--- config.mk ---
export PLATFORM = sky130hd
export DESIGN_NAME = median_peak_hold_velocity_filter_core
export DESIGN_NICKNAME = d
export VERILOG_FILES = /design/src/design/mphvf_pkg.sv /design/src/design/median_peak_hold_velocity_filter_core.sv /design/src/design/mphvf_rank.sv
export VERILOG_INCLUDE_DIRS = /design/src /design/src/design
export SDC_FILE = /design/constraint.sdc
export NUM_CORES = 2
export LEC_CHECK = 0
export ABC_CLOCK_PERIOD_IN_PS = 13800
export BUFFER_PORTS_ARGS = -buffer_cell sky130_fd_sc_hd__buf_2
export CAP_MARGIN = 20
export CORE_ASPECT_RATIO = 1.5
export CORE_MARGIN = 3
export CORE_UTILIZATION = 23
export DETAILED_ROUTE_END_ITERATION = 16
export PLACE_DENSITY = 0.48
export SYNTH_ARGS = -nofsm -noshare
export SYNTH_HDL_FRONTEND = slang
export SYNTH_HIERARCHICAL = 1
export SYNTH_SLANG_ARGS = --single-unit
--- constraint.sdc ---
create_clock -name clk -period 13.8 [get_ports clk]
set_clock_uncertainty 0.1 [all_clocks]
set_input_delay 1.38 -clock clk [delete_from_list [all_inputs] [get_ports clk]]
set_output_delay 1.38 -clock clk [all_outputs]
set_load 0.01 [all_outputs]
--- src/design/median_peak_hold_velocity_filter_core_macros.svh ---
// ----------------------------------------------------------------------------
// Assertion macros for the median peak-hold velocity filter
// Concurrent checks clocked on clk, held off while arst_n is low.
// ----------------------------------------------------------------------------
`ifndef MEDIAN_PEAK_HOLD_VELOCITY_FILTER_CORE_MACROS_SVH
`define MEDIAN_PEAK_HOLD_VELOCITY_FILTER_CORE_MACROS_SVH

`ifndef NO_ASSERTIONS

// Same-cycle property
`define MPHVF_ASSERT(lbl, prop, msg) \
	lbl: assert property (@(posedge clk) disable iff (!arst_n) prop) else $error(msg);

// Antecedent this cycle, consequent on the next
`define MPHVF_ASSERT_NEXT(lbl, ante, cons, msg) \
	lbl: assert property (@(posedge clk) disable iff (!arst_n) ante |=> cons) else $error(msg);

`else

`define MPHVF_ASSERT(lbl, prop, msg)
`define MPHVF_ASSERT_NEXT(lbl, ante, cons, msg)

`endif

`endif

--- src/design/mphvf_pkg.sv ---
// ----------------------------------------------------------------------------
// mphvf_pkg
// Types, constants and helper functions shared by the velocity filter.
// ----------------------------------------------------------------------------
package mphvf_pkg;

	// Geometry
	localparam int WINDOW_LEN  = 9;
	localparam int FRAC_BITS   = 8;
	localparam int VAL_W       = 26;
	localparam int BAND_W      = 20;
	localparam int HOLD_W      = 8;
	localparam int CFG_IDX_W   = 3;
	localparam int WIDE_W      = VAL_W + 2;
	localparam int IDX_W       = $clog2(WINDOW_LEN);
	localparam int CNT_W       = $clog2(WINDOW_LEN + 1);
	localparam int MEDIAN_RANK = WINDOW_LEN / 2;

	typedef logic signed [VAL_W-1:0]  sample_t;
	typedef logic        [VAL_W-1:0]  mag_t;
	typedef logic signed [WIDE_W-1:0] wide_t;
	typedef logic        [BAND_W-1:0] band_t;

	// Floors: 100000 whole units, saturated to the sample range
	localparam longint FLOOR_RAW = longint'(100000) << FRAC_BITS;
	localparam longint VAL_MAX   = (longint'(1) << (VAL_W - 1)) - 1;
	localparam longint FLOOR_LIM = (FLOOR_RAW > VAL_MAX) ? VAL_MAX : FLOOR_RAW;
	localparam sample_t POS_FLOOR_RST = sample_t'(FLOOR_LIM);
	localparam sample_t NEG_FLOOR_RST = sample_t'(-FLOOR_LIM);

	// Register reset values in whole units scaled to the fraction
	localparam band_t SLOPE_BAND_RST  = band_t'(10 << FRAC_BITS);
	localparam band_t SPEED_DB_RST    = band_t'(2 << FRAC_BITS);
	localparam band_t ACCEL_DB_RST    = band_t'(2 << FRAC_BITS);
	localparam band_t BRAKE_JUMP_RST  = band_t'(10 << FRAC_BITS);
	localparam band_t SPEED_LIMIT_RST = band_t'(120 << FRAC_BITS);
	localparam logic [HOLD_W-1:0] HOLD_PERIOD_RST = HOLD_W'(4);

	// Register indexes
	localparam logic [CFG_IDX_W-1:0] REG_SLOPE_BAND  = 3'd0;
	localparam logic [CFG_IDX_W-1:0] REG_SPEED_DB    = 3'd1;
	localparam logic [CFG_IDX_W-1:0] REG_ACCEL_DB    = 3'd2;
	localparam logic [CFG_IDX_W-1:0] REG_BRAKE_JUMP  = 3'd3;
	localparam logic [CFG_IDX_W-1:0] REG_SPEED_LIMIT = 3'd4;
	localparam logic [CFG_IDX_W-1:0] REG_HOLD_PERIOD = 3'd5;

	// Absolute value; the most negative sample maps to 2^(VAL_W-1)
	function automatic mag_t magnitude(input sample_t v);
		return v[VAL_W-1] ? mag_t'(-v) : mag_t'(v);
	endfunction

	// a orders before b: larger magnitude, positive first on a tie
	function automatic logic ranks_before(input sample_t a, input sample_t b);
		mag_t ma;
		mag_t mb;
		ma = magnitude(a);
		mb = magnitude(b);
		if (ma != mb)
			return ma > mb;
		return a > b;
	endfunction

	// Truncate toward zero to a whole unit
	function automatic sample_t trunc_whole(input sample_t v);
		mag_t t;
		t = magnitude(v) & ~mag_t'((1 << FRAC_BITS) - 1);
		return v[VAL_W-1] ? sample_t'(-t) : sample_t'(t);
	endfunction

	// Sign extension of a sample to the difference width
	function automatic wide_t widen(input sample_t v);
		return wide_t'(v);
	endfunction

	// Zero extension of a band register to the difference width
	function automatic wide_t band_wide(input band_t b);
		return $signed({{(WIDE_W - BAND_W){1'b0}}, b});
	endfunction

endpackage

--- src/design/median_peak_hold_velocity_filter_core.sv ---
// ----------------------------------------------------------------------------
// median_peak_hold_velocity_filter_core
// Median window filter with peak/floor trackers, braking and limit rules.
//
//   channel | direction | handshake          | payload
//   --------+-----------+--------------------+----------------------------------
//   in      | sink      | in_valid/in_stall  | velocity_in
//   out     | source    | out_valid/out_stall| velocity_out, median_out, brake_stop
//   cfg     | sink      | cfg_we             | cfg_index, cfg_data
//
// An item is taken in the idle state, then passes the rank unit (one candidate
// per cycle) and the tracker update, selection, braking and guard steps; no new
// item is taken until the guard step hands its result over.
// The result sits in an output register; the next item is accepted while it
// waits, and the guard step holds until that register is free.
// Reset loads every register at once; there is no clearing pass.
// ----------------------------------------------------------------------------
`include "median_peak_hold_velocity_filter_core_macros.svh"

module median_peak_hold_velocity_filter_core (
	input  logic                                clk,
	input  logic                                arst_n,
	// input channel
	input  logic                                in_valid,
	output logic                                in_stall,
	input  logic signed [mphvf_pkg::VAL_W-1:0]  velocity_in,
	// output channel
	output logic                                out_valid,
	input  logic                                out_stall,
	output logic signed [mphvf_pkg::VAL_W-1:0]  velocity_out,
	output logic signed [mphvf_pkg::VAL_W-1:0]  median_out,
	output logic                                brake_stop,
	// configuration
	input  logic                                cfg_we,
	input  logic [mphvf_pkg::CFG_IDX_W-1:0]     cfg_index,
	input  logic [mphvf_pkg::BAND_W-1:0]        cfg_data
);

	localparam logic [2:0] ST_IDLE   = 3'd0;
	localparam logic [2:0] ST_RANK   = 3'd1;
	localparam logic [2:0] ST_TRACK  = 3'd2;
	localparam logic [2:0] ST_SELECT = 3'd3;
	localparam logic [2:0] ST_BRAKE  = 3'd4;
	localparam logic [2:0] ST_GUARD  = 3'd5;

	logic [2:0] state_q;

	// configuration registers
	mphvf_pkg::band_t             slope_band_q;
	mphvf_pkg::band_t             speed_db_q;
	mphvf_pkg::band_t             accel_db_q;
	mphvf_pkg::band_t             brake_jump_q;
	mphvf_pkg::band_t             speed_limit_q;
	logic [mphvf_pkg::HOLD_W-1:0] hold_period_q;

	// filter state
	mphvf_pkg::sample_t           win_q [mphvf_pkg::WINDOW_LEN];
	logic [mphvf_pkg::HOLD_W-1:0] hold_q;
	mphvf_pkg::sample_t           pos_peak_q;
	mphvf_pkg::sample_t           pos_floor_q;
	mphvf_pkg::sample_t           neg_peak_q;
	mphvf_pkg::sample_t           neg_floor_q;
	mphvf_pkg::sample_t           held_q;
	mphvf_pkg::sample_t           last_q;
	mphvf_pkg::sample_t           prior_q;

	// per-item working registers
	mphvf_pkg::sample_t           v_q;
	mphvf_pkg::sample_t           med_q;
	logic                         med_found_q;
	logic [mphvf_pkg::IDX_W-1:0]  cand_q;
	mphvf_pkg::sample_t           y_q;
	logic                         brake_q;

	// output register
	logic                         out_valid_q;
	mphvf_pkg::sample_t           vel_out_q;
	mphvf_pkg::sample_t           med_out_q;
	logic                         brake_out_q;

	logic in_take;
	logic out_take;
	logic last_cand;
	logic rank_hit;
	logic guard_go;
	logic [mphvf_pkg::HOLD_W:0] hold_next;
	logic hold_clear;

	// tracker step
	mphvf_pkg::wide_t d_med;
	mphvf_pkg::wide_t sb_w;
	logic med_pos;
	logic med_neg;

	// selection step
	mphvf_pkg::wide_t d_v;
	mphvf_pkg::wide_t v_w;
	mphvf_pkg::wide_t sd_w;
	mphvf_pkg::wide_t ad_w;
	logic v_fast_pos;
	logic v_fast_neg;

	// braking step
	mphvf_pkg::wide_t d_y;
	mphvf_pkg::wide_t bj_w;

	// guard step
	logic               reversal;
	mphvf_pkg::sample_t y_rev;
	mphvf_pkg::sample_t y_fin;

	assign in_stall     = (state_q != ST_IDLE);
	assign in_take      = in_valid && !in_stall;
	assign out_take     = out_valid_q && !out_stall;
	assign last_cand    = (cand_q == mphvf_pkg::IDX_W'(mphvf_pkg::WINDOW_LEN - 1));
	assign guard_go     = !out_valid_q || !out_stall;

	assign out_valid    = out_valid_q;
	assign velocity_out = vel_out_q;
	assign median_out   = med_out_q;
	assign brake_stop   = brake_out_q;

	// shared rank unit
	mphvf_rank u_rank (
		.window (win_q),
		.cand   (cand_q),
		.hit    (rank_hit)
	);

	// hold counter test, nine bits so the top count still wraps to a clear
	assign hold_next  = {1'b0, hold_q} + (mphvf_pkg::HOLD_W + 1)'(1);
	assign hold_clear = hold_next > {1'b0, hold_period_q};

	// step arithmetic
	always_comb begin
		d_med      = mphvf_pkg::widen(med_q) - mphvf_pkg::widen(last_q);
		sb_w       = mphvf_pkg::band_wide(slope_band_q);
		med_pos    = med_q > 0;
		med_neg    = med_q < 0;

		v_w        = mphvf_pkg::widen(v_q);
		d_v        = v_w - mphvf_pkg::widen(last_q);
		sd_w       = mphvf_pkg::band_wide(speed_db_q);
		ad_w       = mphvf_pkg::band_wide(accel_db_q);
		v_fast_pos = v_w > sd_w;
		v_fast_neg = v_w < -sd_w;

		d_y        = mphvf_pkg::widen(y_q) - mphvf_pkg::widen(prior_q);
		bj_w       = mphvf_pkg::band_wide(brake_jump_q);

		reversal   = (last_q != 0) && (((last_q > 0) && (y_q < 0)) ||
		                               ((last_q < 0) && (y_q > 0)));
		y_rev      = reversal ? last_q : y_q;
		y_fin      = (mphvf_pkg::magnitude(y_rev) > mphvf_pkg::mag_t'(speed_limit_q)) ?
		             last_q : y_rev;
	end

	// configuration writes
	always_ff @(posedge clk or negedge arst_n) begin
		if (!arst_n) begin
			slope_band_q  <= mphvf_pkg::SLOPE_BAND_RST;
			speed_db_q    <= mphvf_pkg::SPEED_DB_RST;
			accel_db_q    <= mphvf_pkg::ACCEL_DB_RST;
			brake_jump_q  <= mphvf_pkg::BRAKE_JUMP_RST;
			speed_limit_q <= mphvf_pkg::SPEED_LIMIT_RST;
			hold_period_q <= mphvf_pkg::HOLD_PERIOD_RST;
		end else if (cfg_we) begin
			case (cfg_index)
				mphvf_pkg::REG_SLOPE_BAND:  slope_band_q  <= cfg_data;
				mphvf_pkg::REG_SPEED_DB:    speed_db_q    <= cfg_data;
				mphvf_pkg::REG_ACCEL_DB:    accel_db_q    <= cfg_data;
				mphvf_pkg::REG_BRAKE_JUMP:  brake_jump_q  <= cfg_data;
				mphvf_pkg::REG_SPEED_LIMIT: speed_limit_q <= cfg_data;
				mphvf_pkg::REG_HOLD_PERIOD: hold_period_q <= cfg_data[mphvf_pkg::HOLD_W-1:0];
				default: ;
			endcase
		end
	end

	// sequencer and filter state
	always_ff @(posedge clk or negedge arst_n) begin
		if (!arst_n) begin
			state_q     <= ST_IDLE;
			for (int i = 0; i < mphvf_pkg::WINDOW_LEN; i++)
				win_q[i] <= '0;
			hold_q      <= '0;
			pos_peak_q  <= '0;
			pos_floor_q <= mphvf_pkg::POS_FLOOR_RST;
			neg_peak_q  <= '0;
			neg_floor_q <= mphvf_pkg::NEG_FLOOR_RST;
			held_q      <= '0;
			last_q      <= '0;
			prior_q     <= '0;
			v_q         <= '0;
			med_q       <= '0;
			med_found_q <= 1'b0;
			cand_q      <= '0;
			y_q         <= '0;
			brake_q     <= 1'b0;
			out_valid_q <= 1'b0;
			vel_out_q   <= '0;
			med_out_q   <= '0;
			brake_out_q <= 1'b0;
		end else begin
			// a result taken in the cycle the guard loads a new one stays valid
			if (out_take && !((state_q == ST_GUARD) && guard_go))
				out_valid_q <= 1'b0;

			case (state_q)
				// take a sample, run the hold counter, shift the window
				ST_IDLE: begin
					if (in_take) begin
						v_q         <= velocity_in;
						cand_q      <= '0;
						med_found_q <= 1'b0;
						for (int i = 0; i < mphvf_pkg::WINDOW_LEN - 1; i++)
							win_q[i] <= win_q[i + 1];
						win_q[mphvf_pkg::WINDOW_LEN - 1] <= velocity_in;
						if (hold_clear) begin
							hold_q      <= '0;
							pos_peak_q  <= '0;
							pos_floor_q <= mphvf_pkg::POS_FLOOR_RST;
							neg_peak_q  <= '0;
							neg_floor_q <= mphvf_pkg::NEG_FLOOR_RST;
							held_q      <= '0;
							prior_q     <= '0;
						end else begin
							hold_q <= hold_next[mphvf_pkg::HOLD_W-1:0];
						end
						state_q <= ST_RANK;
					end
				end

				// one candidate per cycle through the rank unit
				ST_RANK: begin
					if (rank_hit && !med_found_q) begin
						med_q       <= mphvf_pkg::trunc_whole(win_q[cand_q]);
						med_found_q <= 1'b1;
					end
					if (last_cand)
						state_q <= ST_TRACK;
					else
						cand_q <= cand_q + mphvf_pkg::IDX_W'(1);
				end

				// peak and floor trackers
				ST_TRACK: begin
					if (med_pos && (d_med > -sb_w) && (med_q > pos_peak_q))
						pos_peak_q <= med_q;
					if (med_pos && (d_med < sb_w) && (med_q < pos_floor_q))
						pos_floor_q <= med_q;
					if (med_neg && (d_med < sb_w) && (med_q < neg_peak_q))
						neg_peak_q <= med_q;
					if (med_neg && (d_med > -sb_w) && (med_q > neg_floor_q))
						neg_floor_q <= med_q;
					state_q <= ST_SELECT;
				end

				// pick a tracker by speed and acceleration band
				ST_SELECT: begin
					if (v_fast_pos && (d_v > -ad_w)) begin
						y_q    <= pos_peak_q;
						held_q <= pos_peak_q;
					end else if (v_fast_pos && (d_v < ad_w)) begin
						y_q <= pos_floor_q;
					end else if (v_fast_neg && (d_v < ad_w)) begin
						y_q    <= neg_peak_q;
						held_q <= neg_peak_q;
					end else if (v_fast_neg && (d_v > -ad_w)) begin
						y_q <= neg_floor_q;
					end else begin
						y_q <= held_q;
					end
					state_q <= ST_BRAKE;
				end

				// braking jump against the output two back
				ST_BRAKE: begin
					if (((d_y < -bj_w) && (y_q > 0)) || ((d_y > bj_w) && (y_q < 0))) begin
						y_q     <= '0;
						brake_q <= 1'b1;
					end else begin
						brake_q <= 1'b0;
					end
					state_q <= ST_GUARD;
				end

				// reversal and limit guards, then hand over to the output register
				ST_GUARD: begin
					if (guard_go) begin
						vel_out_q   <= y_fin;
						med_out_q   <= med_q;
						brake_out_q <= brake_q;
						out_valid_q <= 1'b1;
						prior_q     <= last_q;
						last_q      <= y_fin;
						state_q     <= ST_IDLE;
					end
				end

				default: state_q <= ST_IDLE;
			endcase
		end
	end

	// checks
	`MPHVF_ASSERT_NEXT(a_accept_starts_rank, in_valid && !in_stall, state_q == ST_RANK, "accepted sample did not start the rank pass")
	`MPHVF_ASSERT_NEXT(a_median_found, (state_q == ST_RANK) && last_cand, med_found_q, "rank pass ended without a median")
	`MPHVF_ASSERT(a_brake_zero, out_valid && brake_stop |-> velocity_out == '0, "braked output is not zero")
	`MPHVF_ASSERT(a_median_whole, out_valid |-> median_out[mphvf_pkg::FRAC_BITS-1:0] == '0, "median has fraction bits")

endmodule

--- src/design/mphvf_rank.sv ---
// ----------------------------------------------------------------------------
// mphvf_rank
// Rank test of one window candidate against every window entry.
// ----------------------------------------------------------------------------
module mphvf_rank (
	input  mphvf_pkg::sample_t           window [mphvf_pkg::WINDOW_LEN],
	input  logic [mphvf_pkg::IDX_W-1:0]  cand,
	output logic                         hit
);

	// Count entries ranked ahead of and equal to the candidate
	always_comb begin
		logic [mphvf_pkg::CNT_W-1:0] less;
		logic [mphvf_pkg::CNT_W-1:0] same;
		logic [mphvf_pkg::CNT_W:0]   upto;
		mphvf_pkg::sample_t          c;
		c    = window[cand];
		less = '0;
		same = '0;
		for (int j = 0; j < mphvf_pkg::WINDOW_LEN; j++) begin
			if (mphvf_pkg::ranks_before(window[j], c))
				less = less + mphvf_pkg::CNT_W'(1);
			if (window[j] == c)
				same = same + mphvf_pkg::CNT_W'(1);
		end
		upto = {1'b0, less} + {1'b0, same};
		// candidate's value class covers the median rank
		hit  = (less <= mphvf_pkg::CNT_W'(mphvf_pkg::MEDIAN_RANK)) &&
		       (upto > (mphvf_pkg::CNT_W + 1)'(mphvf_pkg::MEDIAN_RANK));
	end

endmodule
# Word-level counts from Yosys, hierarchy flattened
# Cells that the tools add are included.
# word_totals
reg_bits	621
input_bits	54
output_inout_bits	55
word_cells	318
# op_classes
add_sub_neg	38
n_lt_le_gt_ge	41
n_eq_ne	42
n_mux	103
bitwise_logic	2
n_reduce_logical	60
# ops
op	n
26-bit two-way mux	35
26-bit > comparator	20
26-bit one-hot mux with 2 select lines	7
26-bit negation	12
26-bit equality test	9
26-bit inequality test	9
20-bit negation with 28-bit output	4
26-bit binary-select mux with 4-bit select	1
26-bit by 26-bit subtractor with 27-bit output	3
26-bit by 1-bit > comparator with 1-bit output, second input constant	3
26-bit by 1-bit < comparator with 1-bit output, second input constant	3
4-bit two-way mux	18
4-bit by 1-bit adder with 4-bit output, second input constant	15
27-bit by 28-bit > comparator with 1-bit output	2
27-bit by 21-bit < comparator with 1-bit output	2
26-bit < comparator	2
1-bit two-way mux	35
32-bit nonzero test	1
26-bit by 28-bit < comparator with 1-bit output	1
27-bit by 28-bit < comparator with 1-bit output	1
27-bit by 21-bit > comparator with 1-bit output	1
26-bit by 20-bit > comparator with 1-bit output	1
26-bit by 21-bit > comparator with 1-bit output	1
1-bit logical AND	23
other kinds (29)	77

# Logic depth before layout (Yosys ltp)
# logic_depth
word_depth	32
depth_mapped	64
mapped_depth_nobuf	58

# By module
# Netlist, hierarchy kept.
# modules_own_cells
mod	instances	cells_each	area_each_um2	seq_area_each_um2
median_peak_hold_velocity_filter_core	1	4391	37622.3	13969.6
mphvf_rank	1	2458	19334.8	0.0

# Worst setup path before layout
# OpenSTA, ideal clock, no wires.
# synth_path
path_kind	reg2reg
start	register cand_q[0] (netlist name)
end	register med_q[24]
setup_ns	0.132
t_arrival_ns	11.686
required_ns	13.568
path_slack_ns	1.881
stages_incl_launch_ff	62
n_path_buf	7
synth_period_minus_slack_ns	11.919
cell_sequence	dfrtp_1 -> buf_6 -> buf_12 -> buf_4 -> buf_2 -> nor2b_1 -> a211oi_1 -> o41ai_4 -> inv_2 -> clkbuf_1 -> buf_1 -> nor2_1 -> xor2_1 -> ha_1 -> o21a_1 -> o21a_1 -> o21a_1 -> o21a_1 -> [... 26 more ...] -> inv_1 -> ha_1 -> inv_1 -> mux2i_1 -> ha_1 -> mux2_2 -> ha_1 -> inv_1 -> a21oi_1 -> inv_1 -> fa_1 -> nor2b_1 -> o21ai_0 -> a211oi_1 -> a211oi_2 -> nand3b_1 -> clkbuf_1 -> o21ai_1
# synth_between
elab_chain_cells	31
elab_cells_between_ends	111
classes_between	add/sub: 19; order compare: 20; eq/ne: 18; mux: 50; bitwise: 1; reduce/logical: 3
# synth_lines
element	line_no	source
from (decl)	median_peak_hold_velocity_filter_core.sv:71	logic [mphvf_pkg::IDX_W-1:0] cand_q;
from (signal assigned)	median_peak_hold_velocity_filter_core.sv:243	cand_q <= cand_q + mphvf_pkg::IDX_W'(1);
4-bit inverter with 5-bit output (implied by the code) (*)	mphvf_rank.sv:17	c = window[cand];
26-bit binary-select mux with 4-bit select (*)	mphvf_rank.sv:17	
26-bit two-way mux (implied by the code) (*) (2 in series)	mphvf_rank.sv:17	
26-bit negation	mphvf_pkg.sv:49	return v[VAL_W-1] ? mag_t'(-v) : mag_t'(v);
26-bit two-way mux	mphvf_pkg.sv:49	
26-bit > comparator or 26-bit inequality test (tied branches)	mphvf_pkg.sv:59, mphvf_pkg.sv:58	
1-bit two-way mux	mphvf_pkg.sv:58	if (ma != mb)
1-bit two-way mux	mphvf_pkg.sv:60	return a > b;
[... 15 more ...]	--	
4-bit by 1-bit adder with 4-bit output	mphvf_rank.sv:22	less = less + mphvf_pkg::CNT_W'(1);
4-bit two-way mux	mphvf_rank.sv:21	if (mphvf_pkg::ranks_before(window[j], c))
4-bit by 4-bit adder with 5-bit output	mphvf_rank.sv:26	upto = {1'b0, less} + {1'b0, same};
5-bit by 3-bit > comparator with 1-bit output	mphvf_rank.sv:29	(upto > (mphvf_pkg::CNT_W + 1)'(mphvf_pkg::MEDIAN_RANK));
1-bit logical AND (*)	mphvf_rank.sv:28	hit = (less <= mphvf_pkg::CNT_W'(mphvf_pkg::MEDIAN_RANK)) &&
named net rank_hit	median_peak_hold_velocity_filter_core.sv:84	logic rank_hit;
1-bit logical AND (*)	median_peak_hold_velocity_filter_core.sv:236	if (rank_hit && !med_found_q) begin
2-bit AND reduction (no line) (*)	--	
to (signal assigned)	median_peak_hold_velocity_filter_core.sv:237	med_q <= mphvf_pkg::trunc_whole(win_q[cand_q]);
to (decl)	median_peak_hold_velocity_filter_core.sv:69	mphvf_pkg::sample_t med_q;
# The timed path passes the listed nets; every way through them passes the cells marked *. The select of a mux whose other input is x is not followed.
# A chain may end at the register's enable or synchronous reset.

# Worst setup path in the final report
# layout_path
start	register cand_q[0] (netlist name)
end	register med_q[21]
# Same word-level chain as after synthesis.

==> run metrics <==
area occupied by multi-input gates 40,700 um^2; Total GRT Usage 19.8%; post-synthesis compound-gate area fraction 17.9%; CP most frequent cell o21a_1; setup TNS 0 ps; Hold Path Class register to register; largest net degree at the start of global routing 142; Min-Delay Path Depth 1; Site Rows 223; initial core utilization 23.1%; worst slack, placed 767 ps; Avg Vias per Cell 5.23; post-route cell area 64,700 um^2; RSZ-0062 raised after global routing false; Synth Flop Type dfrtp_1; Post-Synthesis Cells 6,849; R2R depth 59; Yosys reg bits 557; post-synthesis sequential area ratio 24.5%; CTS tree built; period utilisation layout 94.3%; most frequent cell after synthesis nand2_1; CTS buffer count 73; initial antenna violation count 10; drt drc 0; area delta synth->final 13.6%; Num Clock Sinks 557; post-synthesis adder-cell area fraction 18.2%; Cell Area, Synth 57,000 um^2; metal3 WL 11.2 mm; Worst Hold Launch pos_floor_q[20]$_DFFE_PN0P_; Longest Clk Path Bufs 3; area leader, netlist dfrtp_1; utilization after layout 26.3%; Worst R2R Start cand_q[0]$_DFFE_PN0P_; WL/cell 25.0 um; Post-synth EDFFs 0; fmax 76.8 MHz; Final WS setup 786 ps; XOR/XNOR Fraction of Synth Area 7.32%; worst-path fanout max 36; synth warn 6; Fillers 26,700; crit end category register; Worst Setup Start Kind register; area of the die 254,000 um^2; Post-Synth Simple-Gate Area 21.5%; Clock transition at path regs 60 ps; final hold violation count 0; via count 54,000; register area 14,000 um^2; share of the synthesized area in the top cell type 23.4%; proportion of layout cells with a drive suffix above 1 10.2%; Placed Area 62,200 um^2; total gr overflow 0; top cells by count, synth nand2_1 (1,222), ha_1 (822), dfrtp_1 (532); RD Place Congestion 0.985; Critical Path RT 14,220 ps; chip height 615 um; Max-Cap Viols 0; Hold EP pos_floor_q[20]$_DFFE_PN0P_; number of global-route vias before repair 54,800; Routed Antenna Nets 0; I/O pins 109; multiplexer area fraction after synthesis 6.16%; hold bufs inserted after CTS 0; Top Layer Used met5; first-pass GRT wire length 372 mm; Slew Viols, Final 0; combinational family with the most area after synthesis simple AND/OR/NAND/NOR gates; Mean Syn Cell Area 8.32 um^2; r2r setup slk 790 ps; core box area 246,000 um^2; WL met1 97.7 mm; initial detailed-routing violation count 4,022; Slew headroom 23.3%; Buffers on Ports 100; worst skew pair latency 690 ps; drt first pass iters 6; Total Routed Length 258 mm; max incr delay on CP 770 ps; met2 WL 126 mm; top cells by area, synth dfrtp_1 (23%), ha_1 (18%), nand2_1 (8.1%); clock root cell clkbuf_16; Die Width 412 um; Nets 7,877; run status completed; Slew @ Worst Pin 1150 ps; post-synthesis async set-or-reset flop share 100%; Cell variety after synth 124; slowest CP cell dfrtp_4; Crit Path Class register to register; Post-DP HPWL 201 mm; final setup fails 0; Max H-tree Level 3; worst r2r dst med_q[21]$_DFFE_PN0P_; minimum clock period 13,010 ps; CP arrival 13,430 ps
==> area by class of cell <==
cell class | instances | area share (%)
multi-input combinational | 5700 | 62.8
sequential | 557 | 21.6
tap | 3262 | 6.31
timing repair buffer | 323 | 3.41
clock buffer | 100 | 3.24
inverter | 344 | 2.00
clock inverter | 33 | 0.580
antenna | 4 | 0.0155
==> flip-flops by register name, summed over array words and instances (netlist names), 20 cells and up <==
name and flops:
win_q 208, velocity_out 26, v_q 26, speed_db_q 20, brake_jump_q 20, speed_limit_q 20, accel_db_q 20, slope_band_q 20
prior_q 26
==> through the flow <==
step	cells	hold slack, ps
floorplan	6856	353
global placement	10200	374
detailed placement	10200	376
CTS	10300	394
global route	10300	401
finish	10300	393
==> what timing repair did <==
action / 4_1_cts / 5_1_grt
resized for setup: 0 / 2
buffers inserted: 0 / 3
endpoints found under the setup margin: 0 / 19
==> critical path, delay by kind of cell, from the launching register on <==
| family | cells | cell delay [ps] |
|---|---|---|
| buf+inv | 7 | 870 |
| flops | 1 | 770 |
| compound gates | 29 | 5270 |
| xor+xnor | 1 | 160 |
| mux | 2 | 490 |
| simple gates | 10 | 2190 |
| fa+ha+maj | 10 | 2930 |
==> how the worst max path moves through the flow <==
stage	startpoint	end	slack, ps	cells after the start
after floorplan	cand_q[0]$_DFFE_PN0P_	med_q[24]$_DFFE_PN0P_	1880	61
after global placement	cand_q[0]$_DFFE_PN0P_	med_q[17]$_DFFE_PN0P_	860	46
after detailed placement	cand_q[0]$_DFFE_PN0P_	med_q[21]$_DFFE_PN0P_	770	50
after CTS	cand_q[0]$_DFFE_PN0P_	med_q[21]$_DFFE_PN0P_	720	50
after global routing	cand_q[0]$_DFFE_PN0P_	med_q[21]$_DFFE_PN0P_	20	49
final	cand_q[0]$_DFFE_PN0P_	med_q[21]$_DFFE_PN0P_	790	59
==> layer usage <==
metal,GRT usage [%],vias to the layer above
li1,-,25100
met1,21.6,26400
met2,34.6,1746
met3,2.53,715
met4,15.0,6
met5,0,-
==> cells by family after synthesis <==
kind of cell,Yosys count
simple gates,2567
compound gates,1557
fa+ha+maj,827
buf+inv,599
flops,557
xor+xnor,463
mux,278
other cells,1
==> cells in the final DEF (no fill, tap or decap), drive strengths merged, types with 149 or more instances in the layout <==
cell type	n
nor2	317
a21oi	318
ha	822
dfrtp	532
a21o	149
buf	322
xnor2	372
inv	350
o21ai	460
nand2	1223
nand3	180
Power is not shown: default switching activity piles up to over one toggle a cycle in this logic, so the estimate is an artifact.
